$ cat config.mk
export PLATFORM = sky130hd
export DESIGN_NAME = kc3_out_fifo
export DESIGN_NICKNAME = d
export VERILOG_FILES = /design/src/rtl/kc3_pkg.sv /design/src/rtl/kc3_out_fifo.sv
export SDC_FILE = /design/constraint.sdc
export NUM_CORES = 1
export LEC_CHECK = 0
export ABC_AREA = 1
export BUFFER_PORTS_ARGS = -buffer_cell sky130_fd_sc_hd__buf_2
export CAP_MARGIN = 10
export CORE_ASPECT_RATIO = 0.75
export CORE_UTILIZATION = 50
export CTS_BUF_LIST = sky130_fd_sc_hd__clkbuf_16
export DETAILED_ROUTE_END_ITERATION = 16
export GPL_TIMING_DRIVEN = 0
export PLACE_DENSITY_LB_ADDON = 0.2
export SLEW_MARGIN = 0
export SYNTH_ARGS = -nofsm -noshare
export SYNTH_HDL_FRONTEND = slang
export SYNTH_SLANG_ARGS = --single-unit
$ cat constraint.sdc
create_clock -name clk_i -period 1.95 [get_ports clk_i]
set_input_delay 0.39 -clock clk_i [delete_from_list [all_inputs] [get_ports clk_i]]
set_output_delay 0.39 -clock clk_i [all_outputs]
set_load 0.05 [all_outputs]
$ cat src/rtl/kc3_pkg.sv
// ----------------------------------------------------------------------------
// kc3_pkg: shared types and constants of the 3x3 convolution filter
// Transaction structs, register indexes, kernel weights and divider constants.
// ----------------------------------------------------------------------------
package kc3_pkg;

  // Register widths and geometry limits
  localparam int unsigned WIDTH_W       = 11;
  localparam int unsigned HEIGHT_W      = 13;
  localparam int unsigned CFG_DATA_W    = 13;
  localparam int unsigned CFG_INDEX_W   = 2;
  localparam int unsigned MODE_W        = 3;
  localparam int unsigned HEIGHT_LIMIT  = 4096;
  localparam int unsigned ROW_W         = 14;  // drain rows and geometry edits overshoot h
  localparam int unsigned COL_CMP_W     = 12;
  localparam int unsigned COUNT_W       = 23;
  localparam int unsigned SUM_W         = 13;

  localparam int unsigned MAX_WIDTH_DEFAULT = 1024;

  localparam logic [WIDTH_W-1:0]  WIDTH_RESET  = 11'd640;
  localparam logic [HEIGHT_W-1:0] HEIGHT_RESET = 13'd480;

  // Register indexes
  localparam logic [CFG_INDEX_W-1:0] REG_IMAGE_WIDTH  = 2'd0;
  localparam logic [CFG_INDEX_W-1:0] REG_IMAGE_HEIGHT = 2'd1;
  localparam logic [CFG_INDEX_W-1:0] REG_KERNEL_MODE  = 2'd2;

  // Kernel modes; codes above the last one select the box kernel
  localparam logic [MODE_W-1:0] MODE_BOX       = 3'd0;
  localparam logic [MODE_W-1:0] MODE_LAPLACIAN = 3'd1;
  localparam logic [MODE_W-1:0] MODE_SHARPEN   = 3'd2;
  localparam logic [MODE_W-1:0] MODE_EDGE      = 3'd3;
  localparam logic [MODE_W-1:0] MODE_GAUSSIAN  = 3'd4;

  // Input commands
  localparam logic CMD_PUSH  = 1'b0;
  localparam logic CMD_DRAIN = 1'b1;

  // ceil(2^16 / 9); exact floor(m / 9) for every m below 4096
  localparam int unsigned DIV9_RECIP = 7282;
  localparam int unsigned DIV9_SHIFT = 16;

  // Output queue
  localparam int unsigned OUT_DEPTH = 4;
  localparam int unsigned OUT_PTR_W = 2;
  localparam int unsigned PEND_W    = 3;

  typedef struct packed {
    logic       command;
    logic [7:0] pixel_value;
  } kc3_in_t;

  typedef struct packed {
    logic signed [9:0] filtered_value;
    logic              frame_end;
  } kc3_out_t;

  // Taps that fall outside the image
  typedef struct packed {
    logic top;
    logic bottom;
    logic left;
    logic right;
  } kc3_border_t;

  // Per-transaction control handed from the raster counters to the datapath
  typedef struct packed {
    logic        process;
    logic        emit;
    kc3_border_t border;
    logic        frame_end;
    logic [7:0]  value;
  } kc3_s0_t;

  // New window column: upper row, middle row, current row
  typedef struct packed {
    logic [7:0] top;
    logic [7:0] mid;
    logic [7:0] bot;
  } kc3_col_t;

  function automatic logic signed [3:0] kc3_weight(input logic [MODE_W-1:0] mode,
                                                   input int unsigned row,
                                                   input int unsigned col);
    logic is_center;
    logic is_corner;
    logic signed [3:0] w;
    is_center = (row == 1) && (col == 1);
    is_corner = (row != 1) && (col != 1);
    unique case (mode)
      MODE_LAPLACIAN: w = is_center ? -4'sd4 : (is_corner ? 4'sd0 : 4'sd1);
      MODE_SHARPEN:   w = is_center ? 4'sd5 : (is_corner ? 4'sd0 : -4'sd1);
      MODE_EDGE:      w = is_center ? 4'sd5 : -4'sd1;
      MODE_GAUSSIAN:  w = is_center ? 4'sd4 : (is_corner ? 4'sd1 : 4'sd2);
      default:        w = 4'sd1;
    endcase
    return w;
  endfunction

endpackage

$ cat src/rtl/kc3_out_fifo.sv
// ----------------------------------------------------------------------------
// kc3_out_fifo: result queue
// Small register queue that decouples the filter pipeline from the receiver.
// ----------------------------------------------------------------------------
module kc3_out_fifo (
  input  logic              clk_i,
  input  logic              rst_ni,
  input  logic              push_i,
  input  kc3_pkg::kc3_out_t push_data_i,
  input  logic              pop_i,
  output logic              valid_o,
  output kc3_pkg::kc3_out_t data_o
);

  localparam int unsigned PW = kc3_pkg::OUT_PTR_W;

  kc3_pkg::kc3_out_t entry_q [kc3_pkg::OUT_DEPTH];
  logic [PW-1:0] wr_ptr_q, rd_ptr_q;
  logic [PW:0]   count_q;

  assign valid_o = (count_q != '0);
  assign data_o  = entry_q[rd_ptr_q];

  always_ff @(posedge clk_i) begin
    if (push_i) begin
      entry_q[wr_ptr_q] <= push_data_i;
    end
  end

  always_ff @(posedge clk_i or negedge rst_ni) begin
    if (!rst_ni) begin
      wr_ptr_q <= '0;
      rd_ptr_q <= '0;
      count_q  <= '0;
    end else begin
      if (push_i) begin
        wr_ptr_q <= wr_ptr_q + PW'(1);
      end
      if (pop_i) begin
        rd_ptr_q <= rd_ptr_q + PW'(1);
      end
      count_q <= count_q + (PW+1)'(push_i) - (PW+1)'(pop_i);
    end
  end

endmodule

After elaboration in Yosys (flattened, before gate mapping) --
Memory sizes are Yosys's and may differ from the RTL's. Cells that the tools add are included.
Storage, ports and cells: register bits 7, memory bits (writable) 44, input port bits 15, output and inout bits 12, word-level logic and storage cells 11, memories 1
Memories:
- entry_q | words 4, width 11, read ports 1, clocked after Yosys merged registers in 0, write ports 1, RTL line kc3_out_fifo.sv:17 | kc3_pkg::kc3_out_t entry_q [kc3_pkg::OUT_DEPTH];
Cells by class: add/subtract/negate cells 4, multiplexer cells 2, reductions and logical operators 1
Operators with widths (number):
- 2-bit by 1-bit adder with 2-bit output, second input constant | 2
- 3-bit by 1-bit adder with 3-bit output | 1
- 3-bit nonzero test | 1
- 3-bit by 1-bit subtractor with 3-bit output | 1
- 1-bit 2-to-1 mux | 2

Longest topological paths before layout --
depth in word-level cells 2, mapped depth 7, mapped depth without buffers 7

Worst setup path before layout --
No wires, ideal clock.
path type reg-to-output, from register rd_ptr_q[0], to output data_o[2] in the netlist's numbering, data arrival time 1096 ps, data required time 1560 ps, path slack 464 ps, stages on the path, launching flop included 6, path buffers 2, path through dfrtp_1 -> buf_6 -> buf_4 -> nand2_1 -> nand3_1 -> nand2_1
RTL lines:
- from (decl) | RTL line kc3_out_fifo.sv:18 | logic [PW-1:0] wr_ptr_q, rd_ptr_q;
- from (signal assigned) | RTL line kc3_out_fifo.sv:40 | rd_ptr_q <= rd_ptr_q + PW'(1);
- to (decl) | RTL line kc3_out_fifo.sv:12 | output kc3_pkg::kc3_out_t data_o

==> impl_metrics.env <==
export IMPL_synthToLayoutAreaGrowth_pct=15.4
export IMPL_combPwrFrac_pct=46.2
export IMPL_cts_tree="done"
export IMPL_via_per_inst=4.39
export IMPL_fin_setup_tns_ps=0
export IMPL_cts_buffer_depth=2
export IMPL_initialDrtViolationCount=41
export IMPL_slew_headroom_pct=65.6
export IMPL_rows=20
export IMPL_rsz0062_at_grt="no"
export IMPL_yosysSeqAreaShare_pct=65.8
export IMPL_yosysUniqueCellTypes=15
export IMPL_grt_overflow=0
export IMPL_critical_path_class="reg2out"
export IMPL_hp_class="in2reg"
export IMPL_die_y_um=60.4
export IMPL_avgRoutedWirePerCell_um=11.8
export IMPL_hold_worst_slack_ps=320
export IMPL_placedInstanceArea_sq_um=2470
export IMPL_fin_nets=274
export IMPL_insertion_delay_ps=280
export IMPL_cp_cell_sequence="inv_1, clkbuf_4, nand3_1, nand2_1, buf_2"
export IMPL_layoutNonFillerInstCount=308
export IMPL_drt_wl_total_um=3630
export IMPL_synth_simple_area_share_pct=16.5
export IMPL_numCtsBuffers=5
export IMPL_vdd_ir_drop_worst_mv=0.951
export IMPL_status="finished, final reports clean"
export IMPL_syn_cell_area_sq_um=2280
export IMPL_die_area_sq_um=4830
export IMPL_gp_congestion=0.694
export IMPL_syn_num_nets=240
export IMPL_max_cap_violations=0
export IMPL_cp_end_kind="output pin"
export IMPL_fmax_ghz=0.539
export IMPL_cp_slowest_cell="dfrtp_1"
export IMPL_ant_nets=0
export IMPL_setup_viol=0
export IMPL_pre_cts_ws_ps=238
export IMPL_ys_ff_latch=51
export IMPL_p_total_mw=4.33
export IMPL_crit_required_ps=1560
export IMPL_drcViolationCount=0
export IMPL_power_density_nw_per_um2=1650
export IMPL_antennaDiodeCount=0
export IMPL_first_pass_iters=4
export IMPL_fin_crit_ps=1850
export IMPL_arrival_ps=1460
export IMPL_grt_start_max_net_pins=15
export IMPL_p_int_mw=2.46
export IMPL_fin_ws_ps=96.0
export IMPL_drive_above_1_share_pct=16.2
export IMPL_power_leakage_nw=1.31
export IMPL_synth_fa_ha_area_share_pct=4.18
export IMPL_nFillCells=350
export IMPL_synth_avg_cell_area_sq_um=10.4
export IMPL_grt_pass1_vias=1259
export IMPL_antenna_found_initial=0
export IMPL_syn_inst=218
export IMPL_utilization_pct=62.5
export IMPL_crit_path_max_fanout=10
export IMPL_grt_pass1_wl_um=5890
export IMPL_finClkSkew_ps=4.66
export IMPL_numPortBuffers=26
export IMPL_coreArea_sq_um=4200
export IMPL_fin_area_sq_um=2630
export IMPL_cts_htree_levels=2
export IMPL_worstSetupStartpointType="flip-flop"
export IMPL_worst_slew_pin_slew_ps=516
export IMPL_max_stage_delay_ps=390
export IMPL_cts_sinks=51
export IMPL_ios=27
export IMPL_synth_xor_area_share_pct=1.15
export IMPL_ys_warnings_count=0
export IMPL_hold_viol_final=0
export IMPL_synth_compound_area_share_pct=0.220
export IMPL_slew_viol_final=0
export IMPL_p_switching_mw=1.86
export IMPL_cts_root_buf="clkbuf_16"
export IMPL_grt_usage_pct=17.4
export IMPL_synth_top_family_by_area="simple AND/OR/NAND/NOR gates"
export IMPL_min_period_over_period_pct=95.1
export IMPL_path_buf_inv=3
export IMPL_die_x_um=79.9
export IMPL_place_hpwl_um=2400
export IMPL_p_sw_share_pct=43.1
export IMPL_vias=1353
export IMPL_dp_cells=299
export IMPL_synthMuxAreaShare_pct=0
export IMPL_power_share_clock_pct=18.2
export IMPL_critical_path_top_delay_family="buffers and inverters"
export IMPL_initial_core_util_pct=54.1
export IMPL_clk_pin_slew_ps=60
export IMPL_seqPwrFrac_pct=35.6
## cells in the mapped netlist
library cell,count,area [sq um]
buf_2,2,10.0
buf_4,2,15.0
buf_6,3,33.8
clkbuf_2,1,5.00
dfrtp_1,7,175
edfxtp_1,44,1320
fa_1,1,20.0
ha_1,6,75.1
inv_1,56,210
inv_2,1,3.75
nand2_1,66,248
nand3_1,24,120
nand3b_1,1,7.51
o21ai_1,1,5.00
xor2_1,3,26.3
## path summary, 6_finish.rpt
path                           startpoint            end  slack, ps  depth (start not counted)
max                           rd_ptr_q[1]      data_o[6]        100                          5
min                        push_data_i[1]  entry_q[3][1]        320                          1
max reg2reg                    count_q[0]     count_q[2]        400                          7
min reg2reg                   wr_ptr_q[0]    wr_ptr_q[0]        540                          1
max in group asynchronous          rst_ni    rd_ptr_q[1]       1320                          2
min in group asynchronous          rst_ni    wr_ptr_q[0]        470                          2
## power groups by stage
stage	clock [mW]	sequential (mW)	combinational (mW)
after global placement	0	1.56	1.97
after detailed placement	0	1.56	2.00
after CTS	0.806	1.54	2.01
after floorplan	0	1.54	1.55
final	0.789	1.54	2.00
after global routing	0.853	1.57	2.20
## timing repair
item,CTS,global route
endpoints found under the hold margin,7,0
buffers inserted,0,0
endpoints found under the setup margin,0,7
hold buffers,1,0
resized for setup,0,2
## logic make-up (layout without fill, tap and decap cells)
group / after synthesis / in the layout
xor gates and xnor gates: 3 / 3
DFF: 51 / 51
buffers and inverters: 65 / 100
and+or+nand+nor: 91 / 91
adders and majority gates: 7 / 7
AOI/OAI and AO/OA: 1 / 1
## state kept, by name, indices dropped and copies added (netlist names)
| name | flops |
|---|---|
| wr_ptr_q | 2 |
| count_q | 3 |
| entry_q | 44 |
| rd_ptr_q | 2 |
## placed cells by master (no fill, tap or decap)
master         count
fa_1               1
edfxtp_1          44
ha_1               6
buf_2             26
buf_6              3
nand2_1           66
inv_1             58
clkbuf_2           1
clkinv_2           1
clkbuf_4           2
o21ai_1            1
inv_2              1
dfrtp_1            7
nand3_1           24
nand3b_1           1
dlygate4sd3_1      1
buf_4              2
clkbuf_16          5
xor2_1             3
## worst reg2reg max path: stages (launching register included)
cell	delay, ps
dfrtp_1	320
inv_1	50
ha_1	260
inv_1	40
ha_1	180
fa_1	410
nand3b_1	180
nand2_1	60
## layout make-up
cell class,count,area (sq um),share of cell area [%]
flip-flops and latches,51,1500,57.0
multi-input cells,102,502,19.1
inverters,57,214,8.14
repair buffers,27,143,5.43
clock buffers,5,125,4.76
well taps,55,68.8,2.62
plain buffers,8,66.3,2.52
clock inverters,3,12.5,0.476
## layer usage
layer | global-route usage [%] | share of wire, % | up-vias
li1 | - | - | 736
met4 | 3.83 | 0.28 | 0
met3 | 4.96 | 5.7 | 2
met2 | 29.2 | 48 | 30
met1 | 23.2 | 46 | 585
met5 | 0 | 0 | -
Note: power is estimated with default switching activity, not from simulation.
