## config.mk

```make
export PLATFORM = sky130hd
export DESIGN_NAME = kc3_filter
export DESIGN_NICKNAME = d
export VERILOG_FILES = /design/src/rtl/kc3_pkg.sv /design/src/rtl/kc3_filter.sv
export SDC_FILE = /design/constraint.sdc
export NUM_CORES = 1
export LEC_CHECK = 0
export BUFFER_PORTS_ARGS = -buffer_cell sky130_fd_sc_hd__buf_4
export CAP_MARGIN = 20
export CORE_MARGIN = 2
export CORE_UTILIZATION = 55
export DETAILED_ROUTE_END_ITERATION = 10
export PLACE_DENSITY = 0.72
export SLEW_MARGIN = 40
export SYNTH_ARGS = -nofsm -noshare
export SYNTH_HDL_FRONTEND = slang
export SYNTH_SLANG_ARGS = --single-unit
```

## constraint.sdc

```tcl
create_clock -name clk_i -period 33.5 [get_ports clk_i]
set_input_delay 5.025 -clock clk_i [delete_from_list [all_inputs] [get_ports clk_i]]
set_output_delay 5.025 -clock clk_i [all_outputs]
set_load 0.1 [all_outputs]
```

## src/rtl/kc3_pkg.sv

```systemverilog
// ----------------------------------------------------------------------------
// kc3_pkg: shared types and constants of the 3x3 convolution filter
// Transaction structs, register indexes, kernel weights and divider constants.
// ----------------------------------------------------------------------------
package kc3_pkg;

  // Register widths and geometry limits
  localparam int unsigned WIDTH_W       = 11;
  localparam int unsigned HEIGHT_W      = 13;
  localparam int unsigned CFG_DATA_W    = 13;
  localparam int unsigned CFG_INDEX_W   = 2;
  localparam int unsigned MODE_W        = 3;
  localparam int unsigned HEIGHT_LIMIT  = 4096;
  localparam int unsigned ROW_W         = 14;  // drain rows and geometry edits overshoot h
  localparam int unsigned COL_CMP_W     = 12;
  localparam int unsigned COUNT_W       = 23;
  localparam int unsigned SUM_W         = 13;

  localparam int unsigned MAX_WIDTH_DEFAULT = 1024;

  localparam logic [WIDTH_W-1:0]  WIDTH_RESET  = 11'd640;
  localparam logic [HEIGHT_W-1:0] HEIGHT_RESET = 13'd480;

  // Register indexes
  localparam logic [CFG_INDEX_W-1:0] REG_IMAGE_WIDTH  = 2'd0;
  localparam logic [CFG_INDEX_W-1:0] REG_IMAGE_HEIGHT = 2'd1;
  localparam logic [CFG_INDEX_W-1:0] REG_KERNEL_MODE  = 2'd2;

  // Kernel modes; codes above the last one select the box kernel
  localparam logic [MODE_W-1:0] MODE_BOX       = 3'd0;
  localparam logic [MODE_W-1:0] MODE_LAPLACIAN = 3'd1;
  localparam logic [MODE_W-1:0] MODE_SHARPEN   = 3'd2;
  localparam logic [MODE_W-1:0] MODE_EDGE      = 3'd3;
  localparam logic [MODE_W-1:0] MODE_GAUSSIAN  = 3'd4;

  // Input commands
  localparam logic CMD_PUSH  = 1'b0;
  localparam logic CMD_DRAIN = 1'b1;

  // ceil(2^16 / 9); exact floor(m / 9) for every m below 4096
  localparam int unsigned DIV9_RECIP = 7282;
  localparam int unsigned DIV9_SHIFT = 16;

  // Output queue
  localparam int unsigned OUT_DEPTH = 4;
  localparam int unsigned OUT_PTR_W = 2;
  localparam int unsigned PEND_W    = 3;

  typedef struct packed {
    logic       command;
    logic [7:0] pixel_value;
  } kc3_in_t;

  typedef struct packed {
    logic signed [9:0] filtered_value;
    logic              frame_end;
  } kc3_out_t;

  // Taps that fall outside the image
  typedef struct packed {
    logic top;
    logic bottom;
    logic left;
    logic right;
  } kc3_border_t;

  // Per-transaction control handed from the raster counters to the datapath
  typedef struct packed {
    logic        process;
    logic        emit;
    kc3_border_t border;
    logic        frame_end;
    logic [7:0]  value;
  } kc3_s0_t;

  // New window column: upper row, middle row, current row
  typedef struct packed {
    logic [7:0] top;
    logic [7:0] mid;
    logic [7:0] bot;
  } kc3_col_t;

  function automatic logic signed [3:0] kc3_weight(input logic [MODE_W-1:0] mode,
                                                   input int unsigned row,
                                                   input int unsigned col);
    logic is_center;
    logic is_corner;
    logic signed [3:0] w;
    is_center = (row == 1) && (col == 1);
    is_corner = (row != 1) && (col != 1);
    unique case (mode)
      MODE_LAPLACIAN: w = is_center ? -4'sd4 : (is_corner ? 4'sd0 : 4'sd1);
      MODE_SHARPEN:   w = is_center ? 4'sd5 : (is_corner ? 4'sd0 : -4'sd1);
      MODE_EDGE:      w = is_center ? 4'sd5 : -4'sd1;
      MODE_GAUSSIAN:  w = is_center ? 4'sd4 : (is_corner ? 4'sd1 : 4'sd2);
      default:        w = 4'sd1;
    endcase
    return w;
  endfunction

endpackage

```

## src/rtl/kc3_filter.sv

```systemverilog
// ----------------------------------------------------------------------------
// kc3_filter: window, weighted sum and divide by nine
// Shifts the 3x3 window, sums masked taps, then divides toward zero.
// ----------------------------------------------------------------------------
module kc3_filter (
  input  logic                       clk_i,
  input  logic                       rst_ni,
  input  kc3_pkg::kc3_s0_t           s0_i,
  input  kc3_pkg::kc3_col_t          col_i,
  input  logic [kc3_pkg::MODE_W-1:0] mode_i,
  output logic                       push_o,
  output kc3_pkg::kc3_out_t          push_data_o
);

  localparam int unsigned SW = kc3_pkg::SUM_W;

  logic [7:0] win_q [3][3];
  logic [7:0] win_d [3][3];
  logic       v1_q;
  logic       emit1_q;
  logic       fend1_q;
  kc3_pkg::kc3_border_t border1_q;

  logic signed [SW-1:0] sum_d, sum_q;
  logic v2_q;
  logic fend2_q;

  logic [11:0] mag;
  logic [24:0] prod;
  logic [8:0]  quot;

  // Shift in the new column and sum over the updated window
  always_comb begin
    logic skip;
    for (int i = 0; i < 3; i++) begin
      win_d[i][0] = win_q[i][1];
      win_d[i][1] = win_q[i][2];
    end
    win_d[0][2] = col_i.top;
    win_d[1][2] = col_i.mid;
    win_d[2][2] = col_i.bot;

    sum_d = '0;
    for (int i = 0; i < 3; i++) begin
      for (int j = 0; j < 3; j++) begin
        skip = (i == 0 && border1_q.top) || (i == 2 && border1_q.bottom) ||
               (j == 0 && border1_q.left) || (j == 2 && border1_q.right);
        if (!skip) begin
          sum_d = sum_d + signed'({5'd0, win_d[i][j]}) *
                  SW'(kc3_pkg::kc3_weight(mode_i, i, j));
        end
      end
    end
  end

  // Divide magnitude by nine through the reciprocal, restore the sign
  always_comb begin
    mag  = sum_q[SW-1] ? 12'(-sum_q) : sum_q[11:0];
    prod = {13'd0, mag} * 25'(kc3_pkg::DIV9_RECIP);
    quot = prod[24:kc3_pkg::DIV9_SHIFT];
    push_data_o.filtered_value = sum_q[SW-1] ? -signed'({1'b0, quot}) : signed'({1'b0, quot});
    push_data_o.frame_end      = fend2_q;
  end

  assign push_o = v2_q;

  always_ff @(posedge clk_i) begin
    emit1_q   <= s0_i.emit;
    fend1_q   <= s0_i.frame_end;
    border1_q <= s0_i.border;
    sum_q     <= sum_d;
    fend2_q   <= fend1_q;
  end

  always_ff @(posedge clk_i or negedge rst_ni) begin
    if (!rst_ni) begin
      v1_q <= 1'b0;
      v2_q <= 1'b0;
      for (int i = 0; i < 3; i++) begin
        for (int j = 0; j < 3; j++) begin
          win_q[i][j] <= 8'd0;
        end
      end
    end else begin
      v1_q <= s0_i.process;
      v2_q <= v1_q && emit1_q;
      if (v1_q) begin
        win_q <= win_d;
      end
    end
  end

endmodule

```

After elaboration in Yosys (flattened, before gate mapping)
Index checks and enable logic that the tools add are counted.
- bits in registers: 70
- output and inout port bits: 12
- logic and storage cells: 68
- add/sub/neg operators: 10
- $mul: 10
- equality and inequality tests: 4
- mux-type cells: 21
- reductions and logical operators: 7
- operators with widths (operator ; count):
    multiplier 9 x 4 -> 13 bit ; 9
    adder 13 bit ; 8
    2-to-1 mux 13 bit ; 8
    2-to-1 mux 4 bit ; 8
    multiplier 12 x 12 -> 24 bit (second input constant) ; 1
    one-hot mux 4 bit (2 select lines) ; 2
    2-to-1 mux 12 bit ; 1
    negation 12 bit ; 1
    one-hot mux 4 bit (3 select lines) ; 1
    2-to-1 mux 10 bit ; 1
    negation 9 -> 10 bit ; 1
    equality test 3 x 2 -> 1 bit (second input constant) ; 2
    logical OR 1 bit ; 4
    OR reduction 2 bit ; 2
    equality test 3 x 1 -> 1 bit (second input constant) ; 1
    equality test 3 bit (second input constant) ; 1
    logical AND 1 bit ; 1

Logic depth before layout (Yosys ltp)
- depth in word-level cells: 21
- mapped depth: 98

Least setup slack after synthesis
No wires, ideal clock.
- path type: input -> register
- start point: input mode_i[2] (netlist name)
- end point: register sum_q[12]
- setup time: 122 ps
- data arrival time: 26356 ps
- data required time: 33378 ps
- path slack: 7022 ps
- cell stages on the path: 86
- cells stage by stage: nand2b_1 inv_2 and2_1 clkbuf_1 clkbuf_1 buf_1 nand2_1 fa_1 fa_1 inv_1 fa_1 ha_1 and2_1 fa_1 inv_1 fa_1 fa_1 inv_1 [... 50 more ...] inv_1 ha_1 a21oi_1 xnor2_1 nor2_1 a21oi_1 ha_1 fa_1 fa_1 ha_1 o2111ai_1 nand4_1 a41oi_1 xnor2_1 nand2_1 xnor2_1 xnor3_1 xnor2_1
- word-level cells in the longest chain between the ends: 21
- RTL lines (what ; RTL line ; text):
    from (decl) ; kc3_filter.sv:10 ; input logic [kc3_pkg::MODE_W-1:0] mode_i,
    equality test 3 x 2 -> 1 bit or equality test 3 x 1 -> 1 bit (tied branches) ; kc3_pkg.sv:91 ; unique case (mode)
    OR reduction 2 bit (no source line) ; -- ;
    one-hot mux 4 bit (2 select lines) ; kc3_pkg.sv:91 ;
    2-to-1 mux 4 bit ; kc3_filter.sv:48 ; if (!skip) begin
    multiplier 9 x 4 -> 13 bit ; kc3_filter.sv:49 ; sum_d = sum_d + signed'({5'd0, win_d[i][j]}) *
    2-to-1 mux 13 bit ; kc3_filter.sv:48 ;
    adder 13 bit ; kc3_filter.sv:49 ;
    2-to-1 mux 13 bit ; kc3_filter.sv:48 ;
    [... 6 more ...] ; -- ;
    2-to-1 mux 13 bit ; kc3_filter.sv:48 ;
    adder 13 bit ; kc3_filter.sv:49 ;
    2-to-1 mux 13 bit ; kc3_filter.sv:48 ;
    adder 13 bit ; kc3_filter.sv:49 ;
    2-to-1 mux 13 bit ; kc3_filter.sv:48 ;
    adder 13 bit ; kc3_filter.sv:49 ;
    2-to-1 mux 13 bit * ; kc3_filter.sv:48 ;
    net sum_d[12] ; kc3_filter.sv:24 ; logic signed [SW-1:0] sum_d, sum_q;
    to (signal assigned) ; kc3_filter.sv:71 ; sum_q <= sum_d;
    to (decl) ; kc3_filter.sv:24 ;
The timed path passes the listed nets; every way through them passes the cells marked *. The select of a mux whose other input is x is not followed.
A chain may end at the register's enable or synchronous reset.

Worst setup path after layout
Same ends and word-level chain as after synthesis.

==> flow_summary.rst <==
.. list-table::
   :header-rows: 1

   * - Metric
     - Value
   * - Area enclosed by the die boundary
     - 33500 sq um
   * - Placer's final routability congestion estimate
     - 0.849
   * - Tmin final
     - 28.35 ns
   * - Clock tree from TritonCTS
     - yes
   * - DP Wirelength
     - 31.8 mm
   * - Number of nets in the layout
     - 2601
   * - Synthesized instance count
     - 2004
   * - Element type at the critical path end
     - register
   * - Share of the clock period used by the worst path after layout
     - 84.6%
   * - Worst setup SP type
     - input pin
   * - Arrival @ worst endpoint
     - 28.59 ns
   * - Initial antenna violation count
     - 0
   * - Peak clock frequency supported by timing
     - 35.3 MHz
   * - Syn Area/Cell
     - 8.81 sq um
   * - Top cells by area in the synthesized netlist
     - fa_1 (24%), ha_1 (22%), inv_1 (8.5%), dfrtp_1 (7.1%), xnor2_1 (4.0%)
   * - Setup TNS
     - 0 ns
   * - Final hold viol count
     - 0
   * - RSZ-0062 raised after global routing
     - no
   * - Floorplan core area
     - 31600 sq um
   * - Largest incremental delay on the critical path
     - 0.61 ns
   * - Area of the multi-input gates
     - 14300 sq um
   * - Largest net degree at the start of global routing
     - 75
   * - Worst reg2reg setup slack
     - 11.00 ns
   * - Yosys warning count
     - 0
   * - Slowest stage cell, crit path
     - buf_4
   * - Via count
     - 13256
   * - Synth top area share
     - 24.3%
   * - Final cell area excluding filler cells
     - 18700 sq um
   * - Buffer levels on the longest clock path
     - 2
   * - Post-CTS resize count
     - 0
   * - Synthesized area
     - 17700 sq um
   * - Cell area after placement
     - 18400 sq um
   * - Number of enable-type register cells in the synthesized netlist
     - 0
   * - Wire length of the first global-routing pass
     - 65.8 mm
   * - Least-Margin Pin Slew
     - 0.801 ns
   * - Outcome
     - finished clean
   * - Area grow syn2layout
     - 6.12%
   * - Number of buffers added for setup after CTS
     - 0
   * - Sequential share of the synthesized area
     - 9.36%
   * - Most frequent cell after synthesis
     - inv_1
   * - Clock Sink Count
     - 70
   * - Post-route antenna net violation count
     - 0
   * - Yosys cell types
     - 78
   * - Post-CTS Hold Fix Bufs
     - 0
   * - Via-per-instance ratio
     - 5.44
   * - Cell type contributing the most total cell area after synthesis
     - fa_1
   * - Number of inserted diodes
     - 0
   * - Fill count
     - 2781
   * - Die span in x
     - 183 microns
   * - Overflow left after global routing
     - 0
   * - Final setup skew
     - 0.0166 ns
   * - Wire length reported by the detailed router
     - 38.4 mm
   * - DRC violations left
     - 0
   * - Share of flip-flops with an asynchronous set or reset
     - 71.4%
   * - Type of the worst setup path
     - in -> reg
   * - Fraction of final layout cells sized beyond drive strength 1
     - 7.92%
   * - Max capacitance violation total
     - 0
   * - Combined global-route utilization of all metal layers
     - 24.4%
   * - Most frequent cells after synthesis
     - inv_1 (401), ha_1 (315), fa_1 (214)
   * - Most instantiated flip-flop cell in the synthesis netlist
     - dfrtp_1
   * - Avg WL per Cell
     - 15.8 microns
   * - Crit path max fanout
     - 74
   * - Number of iterations in the first detailed-routing pass
     - 5
   * - Top-level port count
     - 56
   * - Skew-Pair Late Insertion Delay
     - 0.37 ns
   * - Flip-flop and latch count after synthesis
     - 70
   * - Initial Utilization
     - 55.9%
   * - Crit-path most repeated cell
     - fa_1
   * - IO buf count
     - 47
   * - Critical path data required time
     - 33.74 ns
   * - Via count of the first global-routing pass
     - 13702
   * - Die Span Y
     - 183 microns
   * - Final-report setup violation count
     - 0
   * - Number of buffers inserted during clock tree synthesis
     - 9
   * - Buffer type at the clock tree root
     - clkbuf_16
   * - Site Rows
     - 65
   * - H-tree depth reported by CTS
     - 3
   * - Slew Limit Headroom
     - 46.6%
   * - Number of design-rule violations left by the first detailed-router iteration
     - 603
   * - Flip-flop and latch area
     - 1650 sq um
   * - Synthesized net count
     - 2577
   * - Number of max-slew violations in the final report
     - 0
   * - Clock transition at the registers of the reported paths
     - 0.07 ns
   * - Worst Hold Class
     - reg -> reg
-- worst max-delay path: cells and delay by family --
kind | cells | cell delay, ns
AOI/OAI and AO/OA | 10 | 2.56
xor gates and xnor gates | 8 | 1.46
adders and majority gates | 36 | 15.44
buffers and inverters | 21 | 2.00
muxes | 1 | 0.20
and+or+nand+nor | 10 | 1.83
-- flip-flops by register name (all words and copies together), names as in the netlist --
name       count
fend2_q        1
win_d         48
fend1_q        1
v1_q           1
sum_q         13
border1_q      4
push_o         1
emit1_q        1
-- layer usage --
metal	global-route usage [%]	share of wire [%]
met1	30.4	43
met2	43.8	51
met3	2.84	3.5
met4	8.19	3.0
met5	0	0
-- worst paths after layout --
kind	start	to	cells past startpoint
max	mode_i[2]	sum_q[12]$_DFF_P_	86
min	fend1_q$_DFF_P_	fend2_q$_DFF_P_	0
max reg2reg	win_d[64]$_DFFE_PN0P_	sum_q[12]$_DFF_P_	80
min reg2reg	fend1_q$_DFF_P_	fend2_q$_DFF_P_	0
max in group asynchronous	rst_ni	win_d[32]$_DFFE_PN0P_	1
min in group asynchronous	rst_ni	win_d[8]$_DFFE_PN0P_	1
-- placed cells by master, fill, tap and decap left out, types with 4 or more instances in the layout --
master / instances
a31oi_1: 4
and2_1: 33
buf_4: 58
a2111o_1: 4
o311ai_1: 4
nor4_1: 4
dfrtp_1: 49
inv_1: 401
a22o_1: 5
ha_1: 315
mux2_2: 59
nor2_1: 106
a21o_1: 30
nand2b_1: 58
nand3_1: 15
o21ai_0: 49
xor2_1: 25
mux2i_1: 17
and3_1: 12
fa_1: 214
dfxtp_1: 19
a211oi_1: 6
clkbuf_16: 9
inv_2: 4
nor3_1: 26
nor2b_1: 71
a21oi_1: 78
o41ai_1: 4
o211ai_1: 9
o21a_1: 6
or2_2: 7
or3_1: 9
xnor2_1: 81
nand2_1: 150
o21bai_1: 20
-- logic make-up (layout without fill, tap and decap cells) --
| kind of cell | count (synthesis) | count (layout) | synth area share (%) |
|---|---|---|---|
| flip-flops | 70 | 70 | 9.36 |
| XOR/XNOR | 109 | 109 | 5.57 |
| multiplexers | 76 | 76 | 4.73 |
| AO/OA/AOI/OAI | 257 | 257 | 9.70 |
| AND/OR/NAND/NOR | 511 | 511 | 14.4 |
| adder cells (fa/ha/maj) | 529 | 529 | 46.6 |
| buffers and inverters | 452 | 481 | 9.67 |
-- layout make-up --
type	count	share of cell area [%]
multi-input cells	1482	76.3
clock buffers	9	1.20
inverters	406	8.14
flip-flops and latches	70	8.83
clock inverters	7	0.421
well taps	402	2.69
repair buffers	59	2.38
-- stage by stage --
step	hold WS (ns)	std cells	util (%)	setup WS, ns
after floorplan	0.310	2004	-	7.02
after global placement	0.310	2419	58.4	5.01
after detailed placement	0.319	2419	58.4	4.71
after CTS	0.337	2435	59.3	5.05
after global routing	0.343	2435	59.4	3.92
final	0.334	2435	59.4	5.15
Power is not shown: default switching activity piles up to over one toggle a cycle in this logic, so the estimate is an artifact.
