<file path="config.mk">
export PLATFORM = sky130hd
export DESIGN_NAME = kc3_ctrl
export DESIGN_NICKNAME = d
export VERILOG_FILES = /design/src/rtl/kc3_pkg.sv /design/src/rtl/kc3_ctrl.sv
export SDC_FILE = /design/constraint.sdc
export NUM_CORES = 1
export LEC_CHECK = 0
export BUFFER_PORTS_ARGS = -buffer_cell sky130_fd_sc_hd__buf_2
export CORE_UTILIZATION = 46
export DETAILED_ROUTE_END_ITERATION = 12
export GPL_TIMING_DRIVEN = 0
export PLACE_DENSITY = 0.74
export SYNTH_ARGS = -nofsm -noshare
export SYNTH_HDL_FRONTEND = slang
export SYNTH_SLANG_ARGS = --single-unit
</file>
<file path="constraint.sdc">
create_clock -name clk_i -period 7.2 [get_ports clk_i]
set_clock_uncertainty 0.15 [all_clocks]
set_input_delay 0.72 -clock clk_i [delete_from_list [all_inputs] [get_ports clk_i]]
set_output_delay 0.72 -clock clk_i [all_outputs]
set_load 0.01 [all_outputs]
</file>
<file path="src/rtl/kc3_pkg.sv">
// ----------------------------------------------------------------------------
// kc3_pkg: shared types and constants of the 3x3 convolution filter
// Transaction structs, register indexes, kernel weights and divider constants.
// ----------------------------------------------------------------------------
package kc3_pkg;

  // Register widths and geometry limits
  localparam int unsigned WIDTH_W       = 11;
  localparam int unsigned HEIGHT_W      = 13;
  localparam int unsigned CFG_DATA_W    = 13;
  localparam int unsigned CFG_INDEX_W   = 2;
  localparam int unsigned MODE_W        = 3;
  localparam int unsigned HEIGHT_LIMIT  = 4096;
  localparam int unsigned ROW_W         = 14;  // drain rows and geometry edits overshoot h
  localparam int unsigned COL_CMP_W     = 12;
  localparam int unsigned COUNT_W       = 23;
  localparam int unsigned SUM_W         = 13;

  localparam int unsigned MAX_WIDTH_DEFAULT = 1024;

  localparam logic [WIDTH_W-1:0]  WIDTH_RESET  = 11'd640;
  localparam logic [HEIGHT_W-1:0] HEIGHT_RESET = 13'd480;

  // Register indexes
  localparam logic [CFG_INDEX_W-1:0] REG_IMAGE_WIDTH  = 2'd0;
  localparam logic [CFG_INDEX_W-1:0] REG_IMAGE_HEIGHT = 2'd1;
  localparam logic [CFG_INDEX_W-1:0] REG_KERNEL_MODE  = 2'd2;

  // Kernel modes; codes above the last one select the box kernel
  localparam logic [MODE_W-1:0] MODE_BOX       = 3'd0;
  localparam logic [MODE_W-1:0] MODE_LAPLACIAN = 3'd1;
  localparam logic [MODE_W-1:0] MODE_SHARPEN   = 3'd2;
  localparam logic [MODE_W-1:0] MODE_EDGE      = 3'd3;
  localparam logic [MODE_W-1:0] MODE_GAUSSIAN  = 3'd4;

  // Input commands
  localparam logic CMD_PUSH  = 1'b0;
  localparam logic CMD_DRAIN = 1'b1;

  // ceil(2^16 / 9); exact floor(m / 9) for every m below 4096
  localparam int unsigned DIV9_RECIP = 7282;
  localparam int unsigned DIV9_SHIFT = 16;

  // Output queue
  localparam int unsigned OUT_DEPTH = 4;
  localparam int unsigned OUT_PTR_W = 2;
  localparam int unsigned PEND_W    = 3;

  typedef struct packed {
    logic       command;
    logic [7:0] pixel_value;
  } kc3_in_t;

  typedef struct packed {
    logic signed [9:0] filtered_value;
    logic              frame_end;
  } kc3_out_t;

  // Taps that fall outside the image
  typedef struct packed {
    logic top;
    logic bottom;
    logic left;
    logic right;
  } kc3_border_t;

  // Per-transaction control handed from the raster counters to the datapath
  typedef struct packed {
    logic        process;
    logic        emit;
    kc3_border_t border;
    logic        frame_end;
    logic [7:0]  value;
  } kc3_s0_t;

  // New window column: upper row, middle row, current row
  typedef struct packed {
    logic [7:0] top;
    logic [7:0] mid;
    logic [7:0] bot;
  } kc3_col_t;

  function automatic logic signed [3:0] kc3_weight(input logic [MODE_W-1:0] mode,
                                                   input int unsigned row,
                                                   input int unsigned col);
    logic is_center;
    logic is_corner;
    logic signed [3:0] w;
    is_center = (row == 1) && (col == 1);
    is_corner = (row != 1) && (col != 1);
    unique case (mode)
      MODE_LAPLACIAN: w = is_center ? -4'sd4 : (is_corner ? 4'sd0 : 4'sd1);
      MODE_SHARPEN:   w = is_center ? 4'sd5 : (is_corner ? 4'sd0 : -4'sd1);
      MODE_EDGE:      w = is_center ? 4'sd5 : -4'sd1;
      MODE_GAUSSIAN:  w = is_center ? 4'sd4 : (is_corner ? 4'sd1 : 4'sd2);
      default:        w = 4'sd1;
    endcase
    return w;
  endfunction

endpackage

</file>
<file path="src/rtl/kc3_ctrl.sv">
// ----------------------------------------------------------------------------
// kc3_ctrl: configuration registers and raster counters
// Tracks column, row and output count, decides which transactions emit.
// ----------------------------------------------------------------------------
module kc3_ctrl #(
  parameter int unsigned MAX_WIDTH = kc3_pkg::MAX_WIDTH_DEFAULT,
  localparam int unsigned AW = $clog2(MAX_WIDTH)
) (
  input  logic                               clk_i,
  input  logic                               rst_ni,
  input  logic                               cfg_we_i,
  input  logic [kc3_pkg::CFG_INDEX_W-1:0]    cfg_index_i,
  input  logic [kc3_pkg::CFG_DATA_W-1:0]     cfg_wdata_i,
  input  logic                               accept_i,
  input  kc3_pkg::kc3_in_t                   in_data_i,
  output kc3_pkg::kc3_s0_t                   s0_o,
  output logic [AW-1:0]                      rd_addr_o,
  output logic [kc3_pkg::MODE_W-1:0]         mode_o
);

  localparam int unsigned WW = kc3_pkg::WIDTH_W;
  localparam int unsigned HW = kc3_pkg::HEIGHT_W;
  localparam int unsigned YW = kc3_pkg::ROW_W;
  localparam int unsigned CW = kc3_pkg::COL_CMP_W;
  localparam int unsigned NW = kc3_pkg::COUNT_W;

  logic [WW-1:0] width_q, width_d, new_w;
  logic [HW-1:0] height_q, height_d, new_h;
  logic [kc3_pkg::MODE_W-1:0] mode_q, mode_d;
  logic [NW-1:0] total_q, total_d;
  logic [WW-1:0] mul_a;
  logic [HW-1:0] mul_b;
  logic [WW+HW-1:0] prod;

  logic [AW-1:0] x_q, x_d, x_e;
  logic [YW-1:0] y_q, y_d, y_e;
  logic [NW-1:0] oc_q, oc_d, oc_e, oc_inc;
  logic restart, pushing, drop, xz, emit, last_col, fend;

  // Clamp incoming geometry and refresh the pixel total with one multiply
  always_comb begin
    if (cfg_wdata_i[WW-1:0] == '0) begin
      new_w = WW'(1);
    end else if (32'(cfg_wdata_i[WW-1:0]) > MAX_WIDTH) begin
      new_w = WW'(MAX_WIDTH);
    end else begin
      new_w = cfg_wdata_i[WW-1:0];
    end
    if (cfg_wdata_i == '0) begin
      new_h = HW'(1);
    end else if (32'(cfg_wdata_i) > kc3_pkg::HEIGHT_LIMIT) begin
      new_h = HW'(kc3_pkg::HEIGHT_LIMIT);
    end else begin
      new_h = cfg_wdata_i;
    end

    width_d  = width_q;
    height_d = height_q;
    mode_d   = mode_q;
    mul_a    = width_q;
    mul_b    = height_q;
    if (cfg_we_i) begin
      unique case (cfg_index_i)
        kc3_pkg::REG_IMAGE_WIDTH: begin
          width_d = new_w;
          mul_a   = new_w;
        end
        kc3_pkg::REG_IMAGE_HEIGHT: begin
          height_d = new_h;
          mul_b    = new_h;
        end
        kc3_pkg::REG_KERNEL_MODE: mode_d = cfg_wdata_i[kc3_pkg::MODE_W-1:0];
        default: ;
      endcase
    end
    prod    = {{HW{1'b0}}, mul_a} * {{WW{1'b0}}, mul_b};
    total_d = prod[NW-1:0];
  end

  // Raster position of this transaction
  always_comb begin
    restart = (oc_q >= total_q);
    x_e     = restart ? '0 : x_q;
    y_e     = restart ? '0 : y_q;
    oc_e    = restart ? '0 : oc_q;

    pushing = (y_e < YW'(height_q));
    drop    = (in_data_i.command == kc3_pkg::CMD_DRAIN) && pushing;
    xz      = (x_e == '0);
    emit    = (y_e >= YW'(2)) || ((y_e == YW'(1)) && !xz);
    last_col = ((CW'(x_e) + CW'(1)) >= CW'(width_q));
    oc_inc  = oc_e + NW'(1);
    fend    = emit && (oc_inc >= total_q);

    s0_o.process       = accept_i && !drop;
    s0_o.emit          = emit;
    s0_o.frame_end     = fend;
    s0_o.value         = pushing ? in_data_i.pixel_value : 8'd0;
    s0_o.border.top    = xz ? (y_e == YW'(2)) : (y_e == YW'(1));
    s0_o.border.bottom = xz ? (y_e >= (YW'(height_q) + YW'(1))) : (y_e >= YW'(height_q));
    s0_o.border.left   = xz ? (width_q == WW'(1)) : (x_e == AW'(1));
    // A width cut mid-row can leave the column at or past the new right edge
    s0_o.border.right  = xz || (CW'(x_e) >= CW'(width_q));

    x_d  = x_q;
    y_d  = y_q;
    oc_d = oc_q;
    if (accept_i) begin
      x_d  = x_e;
      y_d  = y_e;
      oc_d = oc_e;
      if (!drop) begin
        if (fend) begin
          x_d  = '0;
          y_d  = '0;
          oc_d = '0;
        end else begin
          x_d  = last_col ? '0 : AW'(x_e + AW'(1));
          y_d  = last_col ? YW'(y_e + YW'(1)) : y_e;
          oc_d = emit ? oc_inc : oc_e;
        end
      end
    end
  end

  assign rd_addr_o = x_e;
  assign mode_o    = mode_q;

  always_ff @(posedge clk_i or negedge rst_ni) begin
    if (!rst_ni) begin
      width_q  <= kc3_pkg::WIDTH_RESET;
      height_q <= kc3_pkg::HEIGHT_RESET;
      mode_q   <= kc3_pkg::MODE_BOX;
      total_q  <= NW'(32'(kc3_pkg::WIDTH_RESET) * 32'(kc3_pkg::HEIGHT_RESET));
      x_q      <= '0;
      y_q      <= '0;
      oc_q     <= '0;
    end else begin
      width_q  <= width_d;
      height_q <= height_d;
      mode_q   <= mode_d;
      total_q  <= total_d;
      x_q      <= x_d;
      y_q      <= y_d;
      oc_q     <= oc_d;
    end
  end

endmodule

</file>
# Word level (Yosys, flattened, before mapping)
# Cells that the tools add are included.
[totals]
reg_bits = 97
input_bits = 28
[op_classes]
mul = 1
muxes = 24
add_sub_neg = 5
n_reduce_logical = 13
magnitude_cmp = 10
eq_ne = 6
[ops]
columns = ["operator", "count"]
rows = [
  ["23-bit two-way mux", 4],
  ["14-bit two-way mux", 4],
  ["13-bit two-way mux", 4],
  ["23-bit >= comparator", 2],
  ["11-bit two-way mux", 4],
  ["10-bit two-way mux", 4],
  ["23-bit by 1-bit adder with 23-bit output, second input constant", 1],
  ["11-bit by 13-bit multiplier with 23-bit output", 1],
  ["13-bit by 1-bit adder with 14-bit output, second input constant", 1],
  ["14-bit by 1-bit adder with 14-bit output, second input constant", 1],
  ["14-bit by 1-bit == test with 1-bit output, second input constant", 1],
  ["14-bit by 2-bit == test with 1-bit output, second input constant", 1],
  ["14-bit by 13-bit >= comparator with 1-bit output", 1],
  ["14-bit >= comparator", 1],
  ["14-bit by 2-bit >= comparator with 1-bit output, second input constant", 1],
  ["14-bit by 13-bit < comparator with 1-bit output", 1],
  ["13-bit greater-than comparator, second input constant", 1],
  ["13-bit logical NOT", 1],
  ["10-bit by 1-bit adder with 11-bit output, second input constant", 1],
  ["11-bit by 1-bit == test with 1-bit output, second input constant", 1],
  ["10-bit by 11-bit >= comparator with 1-bit output", 1],
  ["11-bit >= comparator", 1],
  ["11-bit greater-than comparator, second input constant", 1],
  ["11-bit logical NOT", 1],
  ["other kinds (12)", 19],
]

# Depth between registers and ports, before layout
[logic_depth]
ltp_word = 9
ltp_mapped = 29

# Worst setup path after synthesis
# OpenSTA, ideal clock, no wires.
[synth_path]
path_type = "input -> register"
from = "in cfg_wdata_i[4] (netlist name)"
to = "reg total_q[22]"
required_ps = 6970
setup_ps = 80
path_stages = 24
t_arrival_ps = 6950
setup_slack_ps = 20
path_cell_list = "nor4_1 > nand3_1 > or3_1 > a21oi_1 > a22oi_1 > inv_1 > nand2_1 > fa_1 > fa_1 > inv_1 > ha_1 > inv_1 > fa_1 > inv_1 > fa_1 > ha_1 > or3_1 > a311oi_1 > nor3_1 > o31ai_1 > o21ai_0 > a221o_1 > a21oi_1 > xnor2_1"
[synth_via]
elab_chain_len = 6
[synth_rtl]
columns = ["item", "line", "rtl"]
rows = [
  ["start: declaration", "kc3_ctrl.sv:13", "input logic [kc3_pkg::CFG_DATA_W-1:0] cfg_wdata_i,"],
  ["13-bit greater-than comparator / 11-bit greater-than comparator (equally long branches)", "kc3_ctrl.sv:51, kc3_ctrl.sv:44", ""],
  ["13-bit two-way mux / 11-bit two-way mux (equally long branches)", "kc3_ctrl.sv:51, kc3_ctrl.sv:44", ""],
  ["13-bit two-way mux / 11-bit two-way mux (equally long branches)", "kc3_ctrl.sv:49, kc3_ctrl.sv:42", ""],
  ["13-bit two-way mux / 11-bit two-way mux (equally long branches) (2 in a row)", "n/a", ""],
  ["11-bit by 13-bit multiplier with 23-bit output *", "kc3_ctrl.sv:76", "prod = {{HW{1'b0}}, mul_a} * {{WW{1'b0}}, mul_b};"],
  ["via prod[22]", "kc3_ctrl.sv:33", "logic [WW+HW-1:0] prod;"],
  ["end signal: assignment", "kc3_ctrl.sv:134", "total_q <= NW'(32'(kc3_pkg::WIDTH_RESET) * 32'(kc3_pkg::HEIGHT_RESET));"],
  ["end signal: assignment", "kc3_ctrl.sv:142", "total_q <= total_d;"],
  ["end: declaration", "kc3_ctrl.sv:30", "logic [NW-1:0] total_q, total_d;"],
]
# Mark *: on every way through the listed nets, which the timed path passes. The rest lies on a longest branch.
# A chain may end at the register's enable or synchronous reset.

# Final worst setup path
[layout_path]
from = "in cfg_wdata_i[7] (netlist name)"
to = "reg total_q[19]"
# The elaborated chain is that of the path after synthesis.

==> flow_summary.yaml <==
outcome:
  status: "finished, final reports clean"
final_layout:
  area_growth_pct: 12.7
  instances_no_fill: 1823
  finish.utilization: 0.529
  n_antenna_cell: 0
  regArea_mm2: 0.00244
  final_nets: 1773
  fillers: 2273
  drive_gt1_frac: 0.127
  multi_input_area_mm2: 0.00858
power:
  clockPowerShare: 0.157
  ir_drop_mv: 0.185
  power_switching_mw: 1.44
  p_leak_nw: 6.74
  seq_power_share: 0.254
  p_int_mw: 1.61
  switching_share: 0.472
  comb_power_share: 0.589
  powerDensity_mw_per_mm2: 229
clocking:
  clock-root-buffer: "clkbuf_16"
  htreeDepth: 3
  cts_max_path_buffers: 2
  cts_tree: "done"
  numClockSinks: 97
  cts_buffers: 9
  insertion_delay_ps: 360
  cts.clk_slew.worst_paths_ps: 80
  hold_buffers: 0
synth:
  syn-num-nets: 1682
  ys_seq_area_frac: 0.206
  netlist_area_mm2: 0.0118
  synthFlopType: "dfrtp_1"
  ys_ff_latch: 97
  ys_warn_count: 0
  synth_area_per_cell_um2: 8.46
  synth_edf_count: 0
  async_reset_ff_frac: 1.00
  synthDistinctLibCells: 71
  postSynthCellCount: 1397
global_route:
  antenna_found_initial: 0
  grt_pass1_wl_um: 53200
  grt_use_total: 0.259
  grt-ovfl-total: 0
  first_global_vias: 10300
  grt_max_degree: 66
floorplan:
  die_w_um: 162
  pin_count: 56
  core_mm2: 0.0252
  start_util: 0.469
  die_h_um: 162
  num_rows: 58
  die-area_mm2: 0.0263
critical_path:
  crit_path_start_kind: "primary input"
  crit_family: "adder cells"
  critPathMaxFanout: 6
  crit_top_cell: "fa_1"
  cp_slowest_cell: "fa_1"
  endpoint_kind: "flop"
  criticalPathCategory: "primary input to flop"
  path_buf_inv: 7
  cp.arrival_ps: 7150
  cp_slowest_stage_delay_ps: 560
  cp_data_required_time_ps: 7310
timing:
  finalCriticalPeriod_ps: 7040
  maxSlewViolCount: 0
  fmax_mhz: 142
  period_share: 0.978
  rsz0062_at_grt: "yes"
  worst_pin_slew_ps: 736
  hold_viol_final: 0
  finalSetupViolations: 0
  slew_headroom: 0.495
  tns_ps: 0
hold_path:
  hp-class: "primary input to asynchronous set/reset pin"
place:
  finalWeightedCongestion: 0.942
  numPlacedInstances: 1781
  dpl.hpwl_um: 26400
  port_buffers: 53
detailed_routing:
  drt_iter0_markers: 1002
  wl_um: 33300
  antenna_left: 0
  post_drt_wl_per_cell_um: 18.3
  viasPerCell: 5.74
  vias: 10500
  drc: 0
  dr.pass1.iters: 5
flow_run:
  max_cap_violations: 0
-- layout by cell type, fill, tap and decap left out, drive strengths merged, types with 8 or more instances in the layout --
cell / n
nand4: 25
nor2: 115
and2: 21
and3: 24
ha: 160
nor4: 11
dfrtp: 87
o31ai: 10
inv: 226
dfstp: 10
xnor2: 40
fa: 97
xor2: 16
nor2b: 10
o211ai: 9
clkinv: 8
clkbuf: 37
nand3: 54
a21o: 16
nor3: 18
a22o: 15
buf: 89
a31oi: 15
o21ai: 31
a22oi: 13
nand2b: 12
a21oi: 54
nand2: 162
o21a: 17
-- power groups by stage --
stage | registers [mW] | clock network, mW | logic (mW)
final | 0.775 | 0.478 | 1.80
after global routing | 0.787 | 0.500 | 2.03
after CTS | 0.770 | 0.480 | 1.74
after detailed placement | 0.779 | 0 | 1.71
after global placement | 0.774 | 0 | 1.66
after floorplan | 0.732 | 0 | 1.25
-- through the flow --
| step | instance area (um2) | setup slack [ps] | power, mW | hold WS, ps |
|---|---|---|---|---|
| after floorplan | 11800 | 20.0 | 1.98 | 274 |
| after global placement | 12500 | -1190 | 2.43 | 338 |
| after detailed placement | 12500 | -1270 | 2.49 | 348 |
| after CTS | 13000 | 7.09 | 2.99 | 174 |
| after global routing | 13300 | -183 | 3.31 | 196 |
| final | 13300 | 161 | 3.05 | 156 |
-- logic make-up after synthesis --
group                    synth area share
adder cells (fa/ha/maj)             0.334
buffers and inverters              0.0871
AND/OR/NAND/NOR                     0.191
multiplexers                      0.00540
AO/OA/AOI/OAI                       0.135
XOR/XNOR                           0.0415
flip-flops                          0.206
-- worst paths after layout --
path                                startpoint  slack (ps)  cells after the start          end
worst max-delay path            cfg_wdata_i[7]         160                     28  total_q[19]
worst min-delay path                    rst_ni         160                      1     oc_q[12]
worst max register to register     total_q[18]         240                     28      y_q[10]
worst min register to register       mode_o[0]         360                      1    mode_o[0]
max in group asynchronous               rst_ni        5990                      2  height_q[7]
min in group clk_i                   mode_o[0]         360                      1    mode_o[0]
-- per-layer routing --
| metal | vias up | global-route usage | routed length [um] |
|---|---|---|---|
| met5 | - | 0 | 0 |
| met4 | 0 | 0.0828 | 999 |
| met3 | 78 | 0.0350 | 2130 |
| met2 | 405 | 0.439 | 16200 |
| met1 | 5075 | 0.341 | 14000 |
| li1 | 4898 | - | - |
-- repair_timing --
| action | CTS | global route |
|---|---|---|
| cloned | 0 | 0 |
| resized for setup | 40 | 41 |
| endpoints found under the setup margin | 58 | 25 |
| pin swaps | 2 | 14 |
| setup buffers | 6 | 21 |
-- layout make-up --
class,count,share of cell area
multi-input combinational,1031,0.644
sequential,97,0.183
inverter,234,0.0689
timing repair buffer,81,0.0396
tap,330,0.0310
clock buffer,11,0.0175
buffer,34,0.0126
clock inverter,5,0.00310
-- registers in the layout (all words and copies together), names as in the netlist --
register	flops
height_q	13
x_q	10
oc_q	23
width_q	11
mode_o	3
total_q	23
y_q	14
-- synth_stat cells, types with 13 or more instances --
master / count / share of area
and3_1: 24 / 0.013
ha_1: 160 / 0.17
a21oi_1: 53 / 0.022
o21ai_0: 31 / 0.013
clkbuf_1: 27 / 0.0086
xnor2_1: 40 / 0.030
o21a_1: 17 / 0.011
nor3_1: 18 / 0.0076
inv_1: 222 / 0.070
nor2_1: 115 / 0.037
a31oi_1: 15 / 0.0079
and2_1: 20 / 0.011
fa_1: 97 / 0.16
a21o_1: 16 / 0.010
xor2_1: 16 / 0.012
a22oi_1: 13 / 0.0083
a22o_1: 15 / 0.011
nand2_1: 162 / 0.051
nand4_1: 25 / 0.013
nand3_1: 54 / 0.023
dfrtp_1: 87 / 0.18
Power figures use the tool's default switching activity.
